## src/rtl/tcgr_pkg.sv

```systemverilog
// Shared types, codes and constants for the text console glyph renderer.
// No dependencies; every other file of the block imports this package.
`default_nettype none

package tcgr_pkg;

   // Fixed field widths
   localparam int ROW_BITS_W  = 32;
   localparam int COLOR_W     = 24;
   localparam int ADDR_W      = 32;
   localparam int COORD_W     = 16;
   localparam int DIM_W       = 12;
   localparam int GLYPH_DIM_W = 6;
   localparam int ROW_IDX_W   = 5;
   localparam int OP_W        = 2;
   localparam int BIT_IDX_W   = $clog2(ROW_BITS_W);
   localparam int CSR_INDEX_W = 3;
   localparam int CSR_DATA_W  = 32;

   // Parameter defaults
   localparam int MAX_GLYPH_WIDTH_DEF  = 32;
   localparam int MAX_GLYPH_HEIGHT_DEF = 32;

   // Command queue between front and back
   localparam int QUEUE_DEPTH = 2;

   // Request operation codes
   localparam logic [OP_W-1:0] OP_ROW     = 2'd0;
   localparam logic [OP_W-1:0] OP_NEWLINE = 2'd1;
   localparam logic [OP_W-1:0] OP_BACK    = 2'd2;

   // Response kinds
   localparam logic KIND_PIXEL = 1'b0;
   localparam logic KIND_CLEAR = 1'b1;

   // Register indexes
   localparam logic [CSR_INDEX_W-1:0] CSR_DISP_WIDTH   = 3'd0;
   localparam logic [CSR_INDEX_W-1:0] CSR_DISP_HEIGHT  = 3'd1;
   localparam logic [CSR_INDEX_W-1:0] CSR_GLYPH_WIDTH  = 3'd2;
   localparam logic [CSR_INDEX_W-1:0] CSR_GLYPH_HEIGHT = 3'd3;
   localparam logic [CSR_INDEX_W-1:0] CSR_FB_BASE      = 3'd4;
   localparam logic [CSR_INDEX_W-1:0] CSR_BG_COLOR     = 3'd5;

   // Register reset values
   localparam logic [DIM_W-1:0]       DISP_WIDTH_RST   = 12'd1024;
   localparam logic [DIM_W-1:0]       DISP_HEIGHT_RST  = 12'd768;
   localparam logic [GLYPH_DIM_W-1:0] GLYPH_WIDTH_RST  = 6'd8;
   localparam logic [GLYPH_DIM_W-1:0] GLYPH_HEIGHT_RST = 6'd16;
   localparam logic [ADDR_W-1:0]      FB_BASE_RST      = 32'd0;
   localparam logic [COLOR_W-1:0]     BG_COLOR_RST     = 24'd0;

   typedef struct packed {
      logic [DIM_W-1:0]       disp_width;
      logic [DIM_W-1:0]       disp_height;
      logic [GLYPH_DIM_W-1:0] glyph_width;
      logic [GLYPH_DIM_W-1:0] glyph_height;
      logic [ADDR_W-1:0]      fb_base;
      logic [COLOR_W-1:0]     bg_color;
   } tcgr_cfg_type;

   // One queued render command: an optional row of pixels, then an optional clear
   typedef struct packed {
      logic                  draw;
      logic                  clear;
      logic [ADDR_W-1:0]     line_base;
      logic [COORD_W-1:0]    x0;
      logic [BIT_IDX_W-1:0]  last_idx;
      logic [ROW_BITS_W-1:0] bits;
      logic [COLOR_W-1:0]    fg;
   } tcgr_cmd_type;

   typedef enum logic [2:0] {
      BK_IDLE  = 3'b001,
      BK_PIXEL = 3'b010,
      BK_CLEAR = 3'b100
   } tcgr_back_state_type;

endpackage

`default_nettype wire

```

## src/rtl/tcgr_if.sv

```systemverilog
// Valid/ready channel interfaces for render requests and pixel responses.
// Depends on tcgr_pkg for field widths.
`default_nettype none

interface tcgr_req_if;
   import tcgr_pkg::*;
   logic                  valid;
   logic                  ready;
   logic [OP_W-1:0]       op;
   logic [ROW_BITS_W-1:0] row_bits;
   logic [ROW_IDX_W-1:0]  row_index;
   logic                  advance;
   logic [COLOR_W-1:0]    color;

   modport source (output valid, op, row_bits, row_index, advance, color, input ready);
   modport sink (input valid, op, row_bits, row_index, advance, color, output ready);
endinterface

interface tcgr_rsp_if;
   import tcgr_pkg::*;
   logic               valid;
   logic               ready;
   logic               kind;
   logic [ADDR_W-1:0]  address;
   logic [COLOR_W-1:0] pixel_color;
   logic               last;

   modport source (output valid, kind, address, pixel_color, last, input ready);
   modport sink (input valid, kind, address, pixel_color, last, output ready);
endinterface

`default_nettype wire

```

## src/rtl/tcgr_front.sv

```systemverilog
// Front end: accepts requests, keeps the text cursor and builds render commands.
// Depends on tcgr_pkg and the request channel interface.
`default_nettype none

module tcgr_front #(
   parameter int MAX_GLYPH_WIDTH  = tcgr_pkg::MAX_GLYPH_WIDTH_DEF,
   parameter int MAX_GLYPH_HEIGHT = tcgr_pkg::MAX_GLYPH_HEIGHT_DEF
) (
   input  wire logic                 clock,
   input  wire logic                 reset,
   tcgr_req_if.sink                  req,
   input  var  tcgr_pkg::tcgr_cfg_type cfg,
   input  wire logic                 q_full,
   output logic                      q_push,
   output tcgr_pkg::tcgr_cmd_type    q_cmd
);
   import tcgr_pkg::*;

   localparam logic [GLYPH_DIM_W-1:0] MAXW = GLYPH_DIM_W'(MAX_GLYPH_WIDTH);
   localparam logic [GLYPH_DIM_W-1:0] MAXH = GLYPH_DIM_W'(MAX_GLYPH_HEIGHT);

   logic [COORD_W-1:0]     cursor_x_ff, cursor_x_in;
   logic [COORD_W-1:0]     cursor_y_ff, cursor_y_in;
   logic                   accept;
   logic [COORD_W-1:0]     gw16, gh16;
   logic [COORD_W-1:0]     adv_x, nl_y, py;
   logic                   adv_wrap, nl_wrap, do_nl, clear;
   logic [GLYPH_DIM_W-1:0] w_raw, w;
   logic                   row_ok, draw;
   logic [23:0]            row_prod;
   logic [25:0]            row_tri;

   assign req.ready = !q_full;
   assign accept    = req.valid && !q_full;

   assign gw16  = {{(COORD_W-GLYPH_DIM_W){1'b0}}, cfg.glyph_width};
   assign gh16  = {{(COORD_W-GLYPH_DIM_W){1'b0}}, cfg.glyph_height};
   assign adv_x = cursor_x_ff + gw16;
   assign nl_y  = cursor_y_ff + gh16;
   assign adv_wrap = $signed({2'b00, adv_x}) >
                     ($signed({6'd0, cfg.disp_width}) - $signed({12'd0, cfg.glyph_width}));
   assign nl_wrap  = $signed({2'b00, nl_y}) >
                     ($signed({6'd0, cfg.disp_height}) - $signed({12'd0, cfg.glyph_height}));
   assign do_nl = (req.op == OP_NEWLINE) || ((req.op == OP_ROW) && req.advance && adv_wrap);
   assign clear = do_nl && nl_wrap;

   // Cursor update
   always_comb begin
      cursor_x_in = cursor_x_ff;
      cursor_y_in = cursor_y_ff;
      case (req.op)
         OP_ROW: begin
            if (req.advance) begin
               cursor_x_in = adv_x;
            end
         end
         OP_BACK: begin
            cursor_x_in = cursor_x_ff - gw16;
         end
         default: begin
         end
      endcase
      if (do_nl) begin
         cursor_x_in = '0;
         cursor_y_in = nl_wrap ? '0 : nl_y;
      end
   end

   // Row geometry
   assign w_raw  = {cfg.glyph_width[5:3], 3'b000};
   assign w      = (w_raw > MAXW) ? MAXW : w_raw;
   assign py     = cursor_y_ff + {{(COORD_W-ROW_IDX_W){1'b0}}, req.row_index};
   assign row_ok = ({1'b0, req.row_index} < cfg.glyph_height) &&
                   ({1'b0, req.row_index} < MAXH) &&
                   (py < {{(COORD_W-DIM_W){1'b0}}, cfg.disp_height});
   assign draw   = (req.op == OP_ROW) && row_ok && (w != '0);

   // A drawn row lies above the bottom edge, so its line number fits in DIM_W bits
   assign row_prod = {12'd0, py[DIM_W-1:0]} * {12'd0, cfg.disp_width};
   assign row_tri  = {1'b0, row_prod, 1'b0} + {2'b00, row_prod};

   always_comb begin
      q_cmd.draw      = draw;
      q_cmd.clear     = clear;
      q_cmd.line_base = cfg.fb_base + {6'd0, row_tri};
      q_cmd.x0        = cursor_x_ff;
      q_cmd.last_idx  = BIT_IDX_W'(w - 6'd1);
      q_cmd.bits      = req.row_bits;
      q_cmd.fg        = req.color;
   end

   // Only commands that draw a row or clear the screen enter the queue
   assign q_push = accept && (draw || clear);

   always_ff @(posedge clock) begin
      if (reset) begin
         cursor_x_ff <= '0;
         cursor_y_ff <= '0;
      end else if (accept) begin
         cursor_x_ff <= cursor_x_in;
         cursor_y_ff <= cursor_y_in;
      end
   end

endmodule

`default_nettype wire

```

## src/rtl/tcgr_queue.sv

```systemverilog
// Short command queue decoupling the front end from the pixel back end.
// Depends on tcgr_pkg for the command type and depth.
`default_nettype none

module tcgr_queue (
   input  wire logic               clock,
   input  wire logic               reset,
   input  wire logic               push,
   input  var  tcgr_pkg::tcgr_cmd_type wr_cmd,
   input  wire logic               pop,
   output tcgr_pkg::tcgr_cmd_type  rd_cmd,
   output logic                    full,
   output logic                    empty
);
   import tcgr_pkg::*;

   localparam int PTR_W = (QUEUE_DEPTH > 1) ? $clog2(QUEUE_DEPTH) : 1;
   localparam int CNT_W = $clog2(QUEUE_DEPTH + 1);
   localparam logic [PTR_W-1:0] LAST_PTR = PTR_W'(QUEUE_DEPTH - 1);
   localparam logic [CNT_W-1:0] DEPTH_CNT = CNT_W'(QUEUE_DEPTH);

   tcgr_cmd_type     entry_ff [QUEUE_DEPTH];
   logic [PTR_W-1:0] wr_ptr_ff, rd_ptr_ff;
   logic [CNT_W-1:0] count_ff;

   assign full   = (count_ff == DEPTH_CNT);
   assign empty  = (count_ff == '0);
   assign rd_cmd = entry_ff[rd_ptr_ff];

   always_ff @(posedge clock) begin
      if (push) begin
         entry_ff[wr_ptr_ff] <= wr_cmd;
      end
   end

   always_ff @(posedge clock) begin
      if (reset) begin
         wr_ptr_ff <= '0;
         rd_ptr_ff <= '0;
         count_ff  <= '0;
      end else begin
         if (push) begin
            wr_ptr_ff <= (wr_ptr_ff == LAST_PTR) ? '0 : wr_ptr_ff + 1'b1;
         end
         if (pop) begin
            rd_ptr_ff <= (rd_ptr_ff == LAST_PTR) ? '0 : rd_ptr_ff + 1'b1;
         end
         if (push && !pop) begin
            count_ff <= count_ff + 1'b1;
         end else if (pop && !push) begin
            count_ff <= count_ff - 1'b1;
         end
      end
   end

endmodule

`default_nettype wire

```

## src/rtl/tcgr_back.sv

```systemverilog
// Back end: walks each queued command one pixel per cycle into a free response register.
// Depends on tcgr_pkg and the response channel interface.
`default_nettype none

module tcgr_back (
   input  wire logic                 clock,
   input  wire logic                 reset,
   input  var  tcgr_pkg::tcgr_cfg_type cfg,
   input  var  tcgr_pkg::tcgr_cmd_type q_cmd,
   input  wire logic                 q_empty,
   output logic                      q_pop,
   tcgr_rsp_if.source                rsp
);
   import tcgr_pkg::*;

   tcgr_back_state_type  state_ff, state_in;
   tcgr_cmd_type         item_ff;
   logic [COORD_W-1:0]   px_ff, px_in;
   logic [BIT_IDX_W-1:0] idx_ff, idx_in;
   logic                 rsp_valid_ff;
   logic                 kind_ff;
   logic [ADDR_W-1:0]    addr_ff;
   logic [COLOR_W-1:0]   color_ff;
   logic                 last_ff;

   logic                 out_free, visible, pix_last, emit_pix, emit_clr, step, done_now;
   logic [COORD_W-1:0]   sw16;
   logic [COORD_W+1:0]   px_tri;
   logic [ADDR_W-1:0]    pix_addr;

   assign out_free = !rsp_valid_ff || rsp.ready;
   assign sw16     = {{(COORD_W-DIM_W){1'b0}}, cfg.disp_width};
   assign visible  = px_ff < sw16;
   // A visible pixel is the final one when the row ends or the next one is off the right edge
   assign pix_last = (idx_ff == '0) || ((px_ff + 1'b1) == sw16);
   assign px_tri   = {1'b0, px_ff, 1'b0} + {2'b00, px_ff};
   assign pix_addr = item_ff.line_base + {{(ADDR_W-COORD_W-2){1'b0}}, px_tri};

   always_comb begin
      state_in = state_ff;
      px_in    = px_ff;
      idx_in   = idx_ff;
      emit_pix = 1'b0;
      emit_clr = 1'b0;
      step     = 1'b0;
      done_now = 1'b0;
      unique case (state_ff)
         BK_IDLE: begin
         end
         BK_PIXEL: begin
            step     = !visible || out_free;
            emit_pix = visible && out_free;
            if (step) begin
               if (idx_ff == '0) begin
                  if (item_ff.clear) begin
                     state_in = BK_CLEAR;
                  end else begin
                     done_now = 1'b1;
                     state_in = BK_IDLE;
                  end
               end else begin
                  idx_in = idx_ff - 1'b1;
                  px_in  = px_ff + 1'b1;
               end
            end
         end
         BK_CLEAR: begin
            if (out_free) begin
               emit_clr = 1'b1;
               done_now = 1'b1;
               state_in = BK_IDLE;
            end
         end
         default: begin
            state_in = BK_IDLE;
         end
      endcase
      q_pop = ((state_ff == BK_IDLE) || done_now) && !q_empty;
      if (q_pop) begin
         px_in    = q_cmd.x0;
         idx_in   = q_cmd.last_idx;
         state_in = q_cmd.draw ? BK_PIXEL : BK_CLEAR;
      end
   end

   always_ff @(posedge clock) begin
      if (reset) begin
         state_ff     <= BK_IDLE;
         rsp_valid_ff <= 1'b0;
      end else begin
         state_ff <= state_in;
         if (emit_pix || emit_clr) begin
            rsp_valid_ff <= 1'b1;
         end else if (rsp.ready) begin
            rsp_valid_ff <= 1'b0;
         end
      end
   end

   always_ff @(posedge clock) begin
      px_ff  <= px_in;
      idx_ff <= idx_in;
      if (q_pop) begin
         item_ff <= q_cmd;
      end
      if (emit_pix) begin
         kind_ff  <= KIND_PIXEL;
         addr_ff  <= pix_addr;
         color_ff <= item_ff.bits[idx_ff] ? item_ff.fg : cfg.bg_color;
         last_ff  <= pix_last && !item_ff.clear;
      end else if (emit_clr) begin
         kind_ff  <= KIND_CLEAR;
         addr_ff  <= '0;
         color_ff <= cfg.bg_color;
         last_ff  <= 1'b1;
      end
   end

   assign rsp.valid       = rsp_valid_ff;
   assign rsp.kind        = kind_ff;
   assign rsp.address     = addr_ff;
   assign rsp.pixel_color = color_ff;
   assign rsp.last        = last_ff;

endmodule

`default_nettype wire

```

## src/rtl/text_console_glyph_renderer_core.sv

```systemverilog
// Top level of the text console glyph renderer: register file, front end, queue, back end.
// Depends on tcgr_pkg, tcgr_if, tcgr_front, tcgr_queue and tcgr_back.
//
// The block turns 1bpp glyph rows into 24-bit pixel writes for a linear framebuffer at
// three bytes per pixel, and keeps a 16-bit text cursor. A request carries one glyph row
// (op row), a newline, or a step back of one glyph. Each row is drawn at the cursor, offset
// down by row_index, leftmost pixel in the highest drawn bit; set bits use the request color,
// clear bits the background register; pixels off the screen produce no response. With
// advance set, the cursor then moves one glyph right, or to a new line when the next glyph
// would not fit. A newline past the bottom produces one clear-screen response (address
// zero, background color) and homes the cursor. The final response of each request carries
// last; requests that cause no response (step back, unused op, rows beyond the glyph or
// below the screen) are not queued. The front end takes one request per cycle into a
// two-entry command queue while the queue is not full, so cursor updates wait on pixel
// output only once it fills. The back end emits one pixel per cycle while responses are
// taken and steps over each drawn pixel position, visible or not: a glyph row occupies it
// for its drawn width (glyph_width rounded down to a multiple of eight, capped at
// MAX_GLYPH_WIDTH), then any clear response; it pops the next command as it finishes.
// Responses leave from a register, so a new request is taken while a result waits.
// Registers are written through csr_wr_en/csr_index/csr_wdata and must only change while
// the block is idle; writes to indexes beyond the register list are ignored.
`default_nettype none

module text_console_glyph_renderer_core #(
   parameter int MAX_GLYPH_WIDTH  = tcgr_pkg::MAX_GLYPH_WIDTH_DEF,
   parameter int MAX_GLYPH_HEIGHT = tcgr_pkg::MAX_GLYPH_HEIGHT_DEF
) (
   input  wire logic                              clock,
   input  wire logic                              reset,
   tcgr_req_if.sink                               req_chan,
   tcgr_rsp_if.source                             rsp_chan,
   input  wire logic                              csr_wr_en,
   input  wire logic [tcgr_pkg::CSR_INDEX_W-1:0]  csr_index,
   input  wire logic [tcgr_pkg::CSR_DATA_W-1:0]   csr_wdata
);
   import tcgr_pkg::*;

   tcgr_cfg_type cfg_ff;
   tcgr_cmd_type push_cmd, head_cmd;
   logic         q_push, q_pop, q_full, q_empty;

   // Configuration registers: mask each write to its register width
   always_ff @(posedge clock) begin
      if (reset) begin
         cfg_ff.disp_width   <= DISP_WIDTH_RST;
         cfg_ff.disp_height  <= DISP_HEIGHT_RST;
         cfg_ff.glyph_width  <= GLYPH_WIDTH_RST;
         cfg_ff.glyph_height <= GLYPH_HEIGHT_RST;
         cfg_ff.fb_base      <= FB_BASE_RST;
         cfg_ff.bg_color     <= BG_COLOR_RST;
      end else if (csr_wr_en) begin
         case (csr_index)
            CSR_DISP_WIDTH:   cfg_ff.disp_width   <= csr_wdata[DIM_W-1:0];
            CSR_DISP_HEIGHT:  cfg_ff.disp_height  <= csr_wdata[DIM_W-1:0];
            CSR_GLYPH_WIDTH:  cfg_ff.glyph_width  <= csr_wdata[GLYPH_DIM_W-1:0];
            CSR_GLYPH_HEIGHT: cfg_ff.glyph_height <= csr_wdata[GLYPH_DIM_W-1:0];
            CSR_FB_BASE:      cfg_ff.fb_base      <= csr_wdata[ADDR_W-1:0];
            CSR_BG_COLOR:     cfg_ff.bg_color     <= csr_wdata[COLOR_W-1:0];
            default: begin
               // drop writes beyond the register list
            end
         endcase
      end
   end

   // Front end: cursor keeping and command building
   tcgr_front #(
      .MAX_GLYPH_WIDTH  (MAX_GLYPH_WIDTH),
      .MAX_GLYPH_HEIGHT (MAX_GLYPH_HEIGHT)
   ) u_front (
      .clock  (clock),
      .reset  (reset),
      .req    (req_chan),
      .cfg    (cfg_ff),
      .q_full (q_full),
      .q_push (q_push),
      .q_cmd  (push_cmd)
   );

   // Hold commands until the back end is free
   tcgr_queue u_queue (
      .clock  (clock),
      .reset  (reset),
      .push   (q_push),
      .wr_cmd (push_cmd),
      .pop    (q_pop),
      .rd_cmd (head_cmd),
      .full   (q_full),
      .empty  (q_empty)
   );

   // Back end: per-pixel address and color generation
   tcgr_back u_back (
      .clock   (clock),
      .reset   (reset),
      .cfg     (cfg_ff),
      .q_cmd   (head_cmd),
      .q_empty (q_empty),
      .q_pop   (q_pop),
      .rsp     (rsp_chan)
   );

   // Never push into a full queue
   a_no_push_full: assert property (@(posedge clock) disable iff (reset)
      q_push |-> !q_full)
      else $error("command pushed into full queue");

   // Never pop an empty queue
   a_no_pop_empty: assert property (@(posedge clock) disable iff (reset)
      q_pop |-> !q_empty)
      else $error("command popped from empty queue");

   // A clear response always ends its request and carries address zero
   a_clear_shape: assert property (@(posedge clock) disable iff (reset)
      (rsp_chan.valid && (rsp_chan.kind == KIND_CLEAR)) |->
         (rsp_chan.last && (rsp_chan.address == '0) && (rsp_chan.pixel_color == cfg_ff.bg_color)))
      else $error("malformed clear response");

endmodule

`default_nettype wire
```

## src/flat_wrapper.sv

```systemverilog
// flat-port wrapper written by rule: the top's interface ports become plain ports
module text_console_glyph_renderer_core_flat import tcgr_pkg::*;
#(
   parameter int MAX_GLYPH_WIDTH  = tcgr_pkg::MAX_GLYPH_WIDTH_DEF,
   parameter int MAX_GLYPH_HEIGHT = tcgr_pkg::MAX_GLYPH_HEIGHT_DEF
)
  (clock, reset, csr_wr_en, csr_index, csr_wdata, req_chan_valid, req_chan_op, req_chan_row_bits, req_chan_row_index, req_chan_advance, req_chan_color, req_chan_ready, rsp_chan_valid, rsp_chan_kind, rsp_chan_address, rsp_chan_pixel_color, rsp_chan_last, rsp_chan_ready);
  tcgr_req_if req_chan_i ();
  tcgr_rsp_if rsp_chan_i ();
  input  wire logic clock;
  input  wire logic reset;
  input  wire logic csr_wr_en;
  input  wire logic [tcgr_pkg::CSR_INDEX_W-1:0] csr_index;
  input  wire logic [tcgr_pkg::CSR_DATA_W-1:0] csr_wdata;
  input wire logic [$bits(req_chan_i.valid)-1:0] req_chan_valid;
  input wire logic [$bits(req_chan_i.op)-1:0] req_chan_op;
  input wire logic [$bits(req_chan_i.row_bits)-1:0] req_chan_row_bits;
  input wire logic [$bits(req_chan_i.row_index)-1:0] req_chan_row_index;
  input wire logic [$bits(req_chan_i.advance)-1:0] req_chan_advance;
  input wire logic [$bits(req_chan_i.color)-1:0] req_chan_color;
  output wire logic [$bits(req_chan_i.ready)-1:0] req_chan_ready;
  output wire logic [$bits(rsp_chan_i.valid)-1:0] rsp_chan_valid;
  output wire logic [$bits(rsp_chan_i.kind)-1:0] rsp_chan_kind;
  output wire logic [$bits(rsp_chan_i.address)-1:0] rsp_chan_address;
  output wire logic [$bits(rsp_chan_i.pixel_color)-1:0] rsp_chan_pixel_color;
  output wire logic [$bits(rsp_chan_i.last)-1:0] rsp_chan_last;
  input wire logic [$bits(rsp_chan_i.ready)-1:0] rsp_chan_ready;
  assign req_chan_i.valid = req_chan_valid;
  assign req_chan_i.op = req_chan_op;
  assign req_chan_i.row_bits = req_chan_row_bits;
  assign req_chan_i.row_index = req_chan_row_index;
  assign req_chan_i.advance = req_chan_advance;
  assign req_chan_i.color = req_chan_color;
  assign req_chan_ready = req_chan_i.ready;
  assign rsp_chan_valid = rsp_chan_i.valid;
  assign rsp_chan_kind = rsp_chan_i.kind;
  assign rsp_chan_address = rsp_chan_i.address;
  assign rsp_chan_pixel_color = rsp_chan_i.pixel_color;
  assign rsp_chan_last = rsp_chan_i.last;
  assign rsp_chan_i.ready = rsp_chan_ready;
  text_console_glyph_renderer_core #(.MAX_GLYPH_WIDTH(MAX_GLYPH_WIDTH), .MAX_GLYPH_HEIGHT(MAX_GLYPH_HEIGHT)) u_core (.clock(clock), .reset(reset), .req_chan(req_chan_i), .rsp_chan(rsp_chan_i), .csr_wr_en(csr_wr_en), .csr_index(csr_index), .csr_wdata(csr_wdata));
endmodule
```

## config.mk

```make
export PLATFORM = sky130hd
export DESIGN_NAME = text_console_glyph_renderer_core_flat
export DESIGN_NICKNAME = d
export VERILOG_FILES = /design/src/rtl/tcgr_pkg.sv /design/src/rtl/tcgr_if.sv /design/src/rtl/tcgr_front.sv /design/src/rtl/tcgr_queue.sv /design/src/rtl/tcgr_back.sv /design/src/rtl/text_console_glyph_renderer_core.sv /design/src/flat_wrapper.sv
export SDC_FILE = /design/constraint.sdc
export NUM_CORES = 1
export LEC_CHECK = 0
export BUFFER_PORTS_ARGS = -buffer_cell sky130_fd_sc_hd__buf_4
export CAP_MARGIN = 15
export CORE_UTILIZATION = 40
export CTS_CLUSTER_DIAMETER = 100
export DETAILED_ROUTE_END_ITERATION = 10
export GPL_TIMING_DRIVEN = 0
export PLACE_DENSITY_LB_ADDON = 0.05
export SLEW_MARGIN = 20
export SYNTH_ARGS = -nofsm -noshare
export SYNTH_HDL_FRONTEND = slang
export SYNTH_HIERARCHICAL = 1
export SYNTH_SLANG_ARGS = --single-unit
```

## constraint.sdc

```tcl
create_clock -name clock -period 10.7 [get_ports clock]
set_clock_uncertainty 0.05 [all_clocks]
set_input_delay 2.675 -clock clock [delete_from_list [all_inputs] [get_ports clock]]
set_output_delay 2.675 -clock clock [all_outputs]
set_load 0.01 [all_outputs]
```

==> impl_metrics.ini, run 1 <==
[status]
status = finished with violations
violations = setup timing

[sta]
tns_ns = -0.08739
grt_setup_unrepaired = true
layout_setup_ws_ns = -0.02988
finalMaxSlewViolations = 0
finalHoldViolations = 0
worst_pin_slew_ns = 1.047
post-route-period-util_pct = 100.3
setup_violations = 6
period_minus_slack_ns = 10.73
max_freq_mhz = 93.20
slew_headroom_pct = 30.01

[synthesis]
syn_inst = 2824
yosys.area.top_type_share_pct = 35.83
syn_area_per_cell_um2 = 11.55
ys_seq_area_share_pct = 44.05
syn_area_um2 = 32610
ys_warn_count = 6
yosysUniqueCellTypes = 97
synth_top_area_cell = edfxtp_1
synth.ff_latch_count = 523
async_reset_ff_share_pct = 0
synthFlopType = edfxtp_1
synthTopCellsByArea = edfxtp_1 36%, fa_1 9.0%, dfxtp_1 8.2%, ha_1 8.0%, mux2_2 5.4%
synth-edff-count = 389

[clock_network]
cts.htree.levels = 2
cts_root_buffer = clkbuf_16
clockBufferDepth = 3
clk_latency_ns = 0.65
cts.clk_slew.worst_paths_ns = 0.06
cts_buffers = 60
cts_tree = built
cts.sinks = 523
cts_hold_buf = 0

[die]
io_pins = 164
dieWidth_um = 287.5
die_h_um = 287.5
initial_core_util_pct = 40.48
core_area_um2 = 80550
fp-row-count = 104
die_area_um2 = 82660

[routing]
drtIter0Drc = 1185
drt-wirelength-per-cell_um = 20.43
wirelength_mm = 85.12
firstDrtPassIters = 5
viasPerCell = 5.173
num_vias = 21557
antenna_left = 0
drc = 0

[power]
p_leak_nw = 15.55
power_density_nw_per_um2 = 191.3
max-vdd-ir-drop_mv = 0.1561

[placed_design]
place_inst = 4002
gp_congestion = 0.8676
dp_hpwl_mm = 65.34
io_buffers = 107

[grt]
grt_pass1_vias = 21826
grt.overflow.total = 0
grt_antenna_before_repair = 1
gr-usage-all-layers_pct = 20.66
grt_pass1_wl_mm = 130.3
grt_max_degree = 60

[worst_setup_path]
worstPathRequired_ns = 11.04
path_common_cell = fa_1
cpPeakStageDelay_ns = 0.62
worstPathMaxFanout = 5
cp-end-kind = register
slowest_stage = fa_2
start_kind = primary input
crit_arrival_ns = 11.07
worstSetupPathType = in -> reg

[layout]
final_common_cell = edfxtp_1
final_cells = 4167
final_cell_mix = 389 x edfxtp_1, 241 x inv_1, 218 x buf_4
finish.net_count = 3513
drive_gt1_share_pct = 21.09
syn2layout_area_growth_pct = 17.09

[run]
maxCapViolations = 0

[hold_path]
holdCritPathClass = reg -> reg
==> through the flow <==
stage	total power, mW	util [%]	setup slack (ns)	cell area (µm²)	hold slack, ns
2_1_floorplan	4.559	-	-0.01207	32840	0.3737
3_5_place_dp	5.238	43.72	-1.370	35220	0.4185
3_3_place_gp	5.206	43.42	-2.286	34970	0.4067
4_1_cts	7.382	46.91	0.00009148	37780	0.4278
6_report	7.303	47.40	-0.02988	38180	0.4163
5_1_grt	7.760	47.40	-0.2777	38180	0.4521
==> repair_timing <==
| item | in CTS | in global routing |
|---|---|---|
| resized for setup | 58 | 51 |
| setup buffers | 28 | 23 |
| pin swaps | 36 | 69 |
| endpoints found under the setup margin | 24 | 28 |
==> metal layers <==
metal	track usage [%]	share of wire, %	vias to the layer above
met4	4.614	2.0	2
met1	28.17	45	10717
met5	0	0.013	-
met3	2.599	3.8	106
met2	34.95	49	419
li1	-	-	10313
==> state kept, by name (all words and copies together) (netlist names), 3 cells and up, named ones only <==
register	flops
u_core/cfg_ff	92
u_core/u_back/idx_ff	5
u_core/u_back/rsp.address	32
u_core/u_queue/entry_ff	222
u_core/u_back/px_ff	16
u_core/u_front/cursor_x_ff	16
u_core/u_back/item_ff	89
u_core/u_back/state_ff	3
u_core/u_front/cursor_y_ff	16
u_core/u_back/rsp.pixel_color	24
==> cells by family (layout without fill, tap and decap cells) <==
family / Yosys count / in the layout / synth area share, %
AO/OA/AOI/OAI: 388 / 388 / 8.200
AND/OR/NAND/NOR: 743 / 743 / 11.85
adder cells (fa/ha/maj): 354 / 354 / 16.95
XOR/XNOR: 151 / 151 / 4.056
other: 1 / 4 / 0.01150
flip-flops: 523 / 523 / 44.05
buffers and inverters: 400 / 680 / 5.790
multiplexers: 264 / 264 / 9.091
==> Yosys cell counts (all sizes together) (8+ instances only) <==
cell      n
a31oi     8
nand4    16
and2     59
a211o     8
nor4     12
ha      208
xor2     55
a21o     37
a211oi   16
clkbuf   63
nand2   189
nand2b  144
xnor2    96
o21bai   10
nor2b    28
o21a     15
mux2    157
and3     14
mux4     10
a21boi   12
nor3     37
dfxtp   134
inv     247
nor2    138
a22o     13
nand3    54
o211ai   19
a21oi   120
mux2i    97
buf      89
fa      146
or3      11
o21ai    63
edfxtp  389
==> worst paths after layout <==
check	startpoint	end	slack, ns	cells after the start
max	req_chan_row_index[0]	u_core/u_queue/entry_ff[0][107]	-0.03	35
min	u_core/u_back/rsp.kind	u_core/u_back/rsp.kind	0.42	2
max reg2reg	u_core/u_front/cursor_y_ff[0]	u_core/u_queue/entry_ff[0][107]	1.69	34
min reg2reg	u_core/u_back/rsp.kind	u_core/u_back/rsp.kind	0.42	2
==> final cells by class <==
type	count	area, µm²
multi-input combinational	1903	17060
sequential	523	14360
inverter	248	935.9
tap	1060	1326
antenna	1	2.502
buffer	152	1036
timing repair buffer	167	1434
clock buffer	71	1563
clock inverter	42	462.9
fill	7388	42370
==> critical path: cells and delay by family <==
kind / cells / cell delay [ns]
AO/OA/AOI/OAI: 10 / 1.89
buffers and inverters: 5 / 0.44
XOR/XNOR: 1 / 0.25
AND/OR/NAND/NOR: 9 / 1.55
adder cells (fa/ha/maj): 10 / 4.24
==> power by group <==
group	internal, mW	switching [mW]	total (mW)
sequential	2.53	0.216	2.75
combinational	1.06	1.41	2.47
clock	1.22	0.867	2.09
(Power assumes the default switching activity.)
==> run 2: changes to the inputs <==
- RECOVER_POWER: default -> 25
==> run 2 against run 1 <==
Net effect: the run still ends with setup timing left; utilization fell by 0.16 points; design area decreased by 0.33%; fmax hardly changed; first-iteration DRC count shrank 3.1%; worst hold slack is essentially flat; clock power hardly changed; largest power group unchanged.
==> impl_metrics.ini, run 2 (synthesized netlist as in run 1, its figures left out) <==
[layout]
finish.net_count = 3513
largest_reg_flops = 222
drive_gt1_share_pct = 19.99
regMostFlops = u_core/u_queue/entry_ff
top_regs = u_core/u_queue/entry_ff x222, u_core/cfg_ff x92, u_core/u_back/item_ff x89
syn2layout_area_growth_pct = 16.70
fin_util_pct = 47.24
stdcell_area_um2 = 38050
final_common_cell = edfxtp_1
final_cell_mix = 389 x edfxtp_1, 241 x inv_1, 189 x ha_1

[worst_setup_path]
cpPeakStageDelay_ns = 0.62
worst-path-buf-inv = 5
cp-end-kind = register
worstSetupPathType = in -> reg
worstPathMaxFanout = 5
crit_family = adder cells
path_common_cell = fa_1
slowest_stage = fa_2
start_kind = primary input
reg2reg_depth = 34
worstPathRequired_ns = 11.04
crit_arrival_ns = 11.07
cp.depth = 35

[die]
io_pins = 164
die_h_um = 287.5
fp-row-count = 104
dieWidth_um = 287.5
core_area_um2 = 80550
die_area_um2 = 82660
initial_core_util_pct = 40.48

[clock_network]
cts.htree.levels = 2
cts.clk_slew.worst_paths_ns = 0.06
cts_buffers = 60
cts_root_buffer = clkbuf_16
clockBufferDepth = 3
clk_latency_ns = 0.65
cts_tree = built
cts.sinks = 523

[sta]
max_freq_mhz = 93.18
hold_ws_ns = 0.4166
setup_violations = 6
grt_setup_unrepaired = true
layout_setup_ws_ns = -0.03149
period_minus_slack_ns = 10.73
slew_headroom_pct = 14.72
post-route-period-util_pct = 100.3
tns_ns = -0.1020
finalHoldViolations = 0
finalMaxSlewViolations = 0
worst_pin_slew_ns = 1.279

[routing]
drtIter0Drc = 1148
drt-wirelength-per-cell_um = 20.46
wirelength_mm = 85.28
drc = 0
viasPerCell = 5.194
firstDrtPassIters = 6
num_vias = 21650
antenna_left = 0

[placed_design]
io_buffers = 107
gp_congestion = 0.8676
dpl-instance-area_um2 = 35220
dp_hpwl_mm = 65.34

[grt]
grt_pass1_wl_mm = 130.3
gr-usage-all-layers_pct = 20.66
grt_antenna_before_repair = 3
grt_pass1_vias = 21826
grt_max_degree = 60
grt.overflow.total = 0

[power]
power_density_nw_per_um2 = 191.7
max-vdd-ir-drop_mv = 0.1558
p_switching_mw = 2.498
pwr-share-seq_pct = 37.7
switching_share_pct = 34.24
p_leak_nw = 15.43
power.total_mw = 7.295
comb_power_share_pct = 33.7
p_int_mw = 4.797
pwr-share-clk_pct = 28.6

[status]
violations = setup timing
status = finished with violations

[hold_path]
hold_depth = 2
holdCritPathClass = reg -> reg

[run]
maxCapViolations = 0
==> run 2: cell count changes in the layout (fill, tap and decap cells not counted), moves of 2 or more <==
| cell | previous run | this run |
|---|---|---|
| buf_4 | 218 | 162 |
| clkbuf_4 | 0 | 40 |
| clkbuf_1 | 61 | 88 |
| buf_6 | 22 | 13 |
| mux2_1 | 1 | 8 |
| mux2_2 | 156 | 149 |
| buf_2 | 8 | 6 |
==> run 2: final cells by class <==
class / count / area [µm²]
antenna: 2 / 5.005
buffer: 152 / 905.9
clock buffer: 71 / 1563
clock inverter: 42 / 462.9
fill: 7409 / 42500
inverter: 248 / 935.9
multi-input combinational: 1903 / 17060
sequential: 523 / 14360
tap: 1060 / 1326
timing repair buffer: 167 / 1434
==> run 2: power groups by stage <==
stage          clock network, mW  logic [mW]  registers, mW
2_1_floorplan                  0        1.84           2.72
3_3_place_gp                   0        2.39           2.82
3_5_place_dp                   0        2.44           2.79
4_1_cts                     2.15        2.48           2.75
5_1_grt                     2.23        2.73           2.78
6_report                    2.09        2.46           2.75
==> run 2: final timing paths <==
path	from	end	slack, ns
max	req_chan_row_index[0]	u_core/u_queue/entry_ff[0][107]	-0.03
min	u_core/u_back/rsp.kind	u_core/u_back/rsp.kind	0.42
max reg2reg	u_core/u_front/cursor_y_ff[0]	u_core/u_queue/entry_ff[0][107]	1.69
min reg2reg	u_core/u_back/rsp.kind	u_core/u_back/rsp.kind	0.42
==> run 2: worst min-delay path: cells and delay by family, from the launching register on <==
family | cells | cell delay [ns]
flip-flops | 1 | 0.30
buffers and inverters | 1 | 0.05
AO/OA/AOI/OAI | 1 | 0.06
==> run 2: through the flow <==
stage	std cells	setup slack [ns]
after global placement	3993	-2.286
after global routing	4167	-0.2777
after CTS	4143	0.00009148
after detailed placement	4002	-1.370
after floorplan	2826	-0.01207
final	4168	-0.03149
==> run 2: per-layer routing <==
layer  wire length, µm  global-route usage, %  vias up
li1                  -                      -    10325
met5                11                      0        -
met3              3137                  2.599      100
met2             41440                  34.95      416
met1             39020                  28.17    10807
met4              1659                  4.614        2
==> run 2: timing repair <==
| item | 4_1_cts | 5_1_grt |
|---|---|---|
| gates resized for setup | 58 | 51 |
| setup buffers | 28 | 23 |
| pin swaps | 36 | 69 |
| setup endpoints to repair | 24 | 28 |
| hold buffers | 0 | 0 |
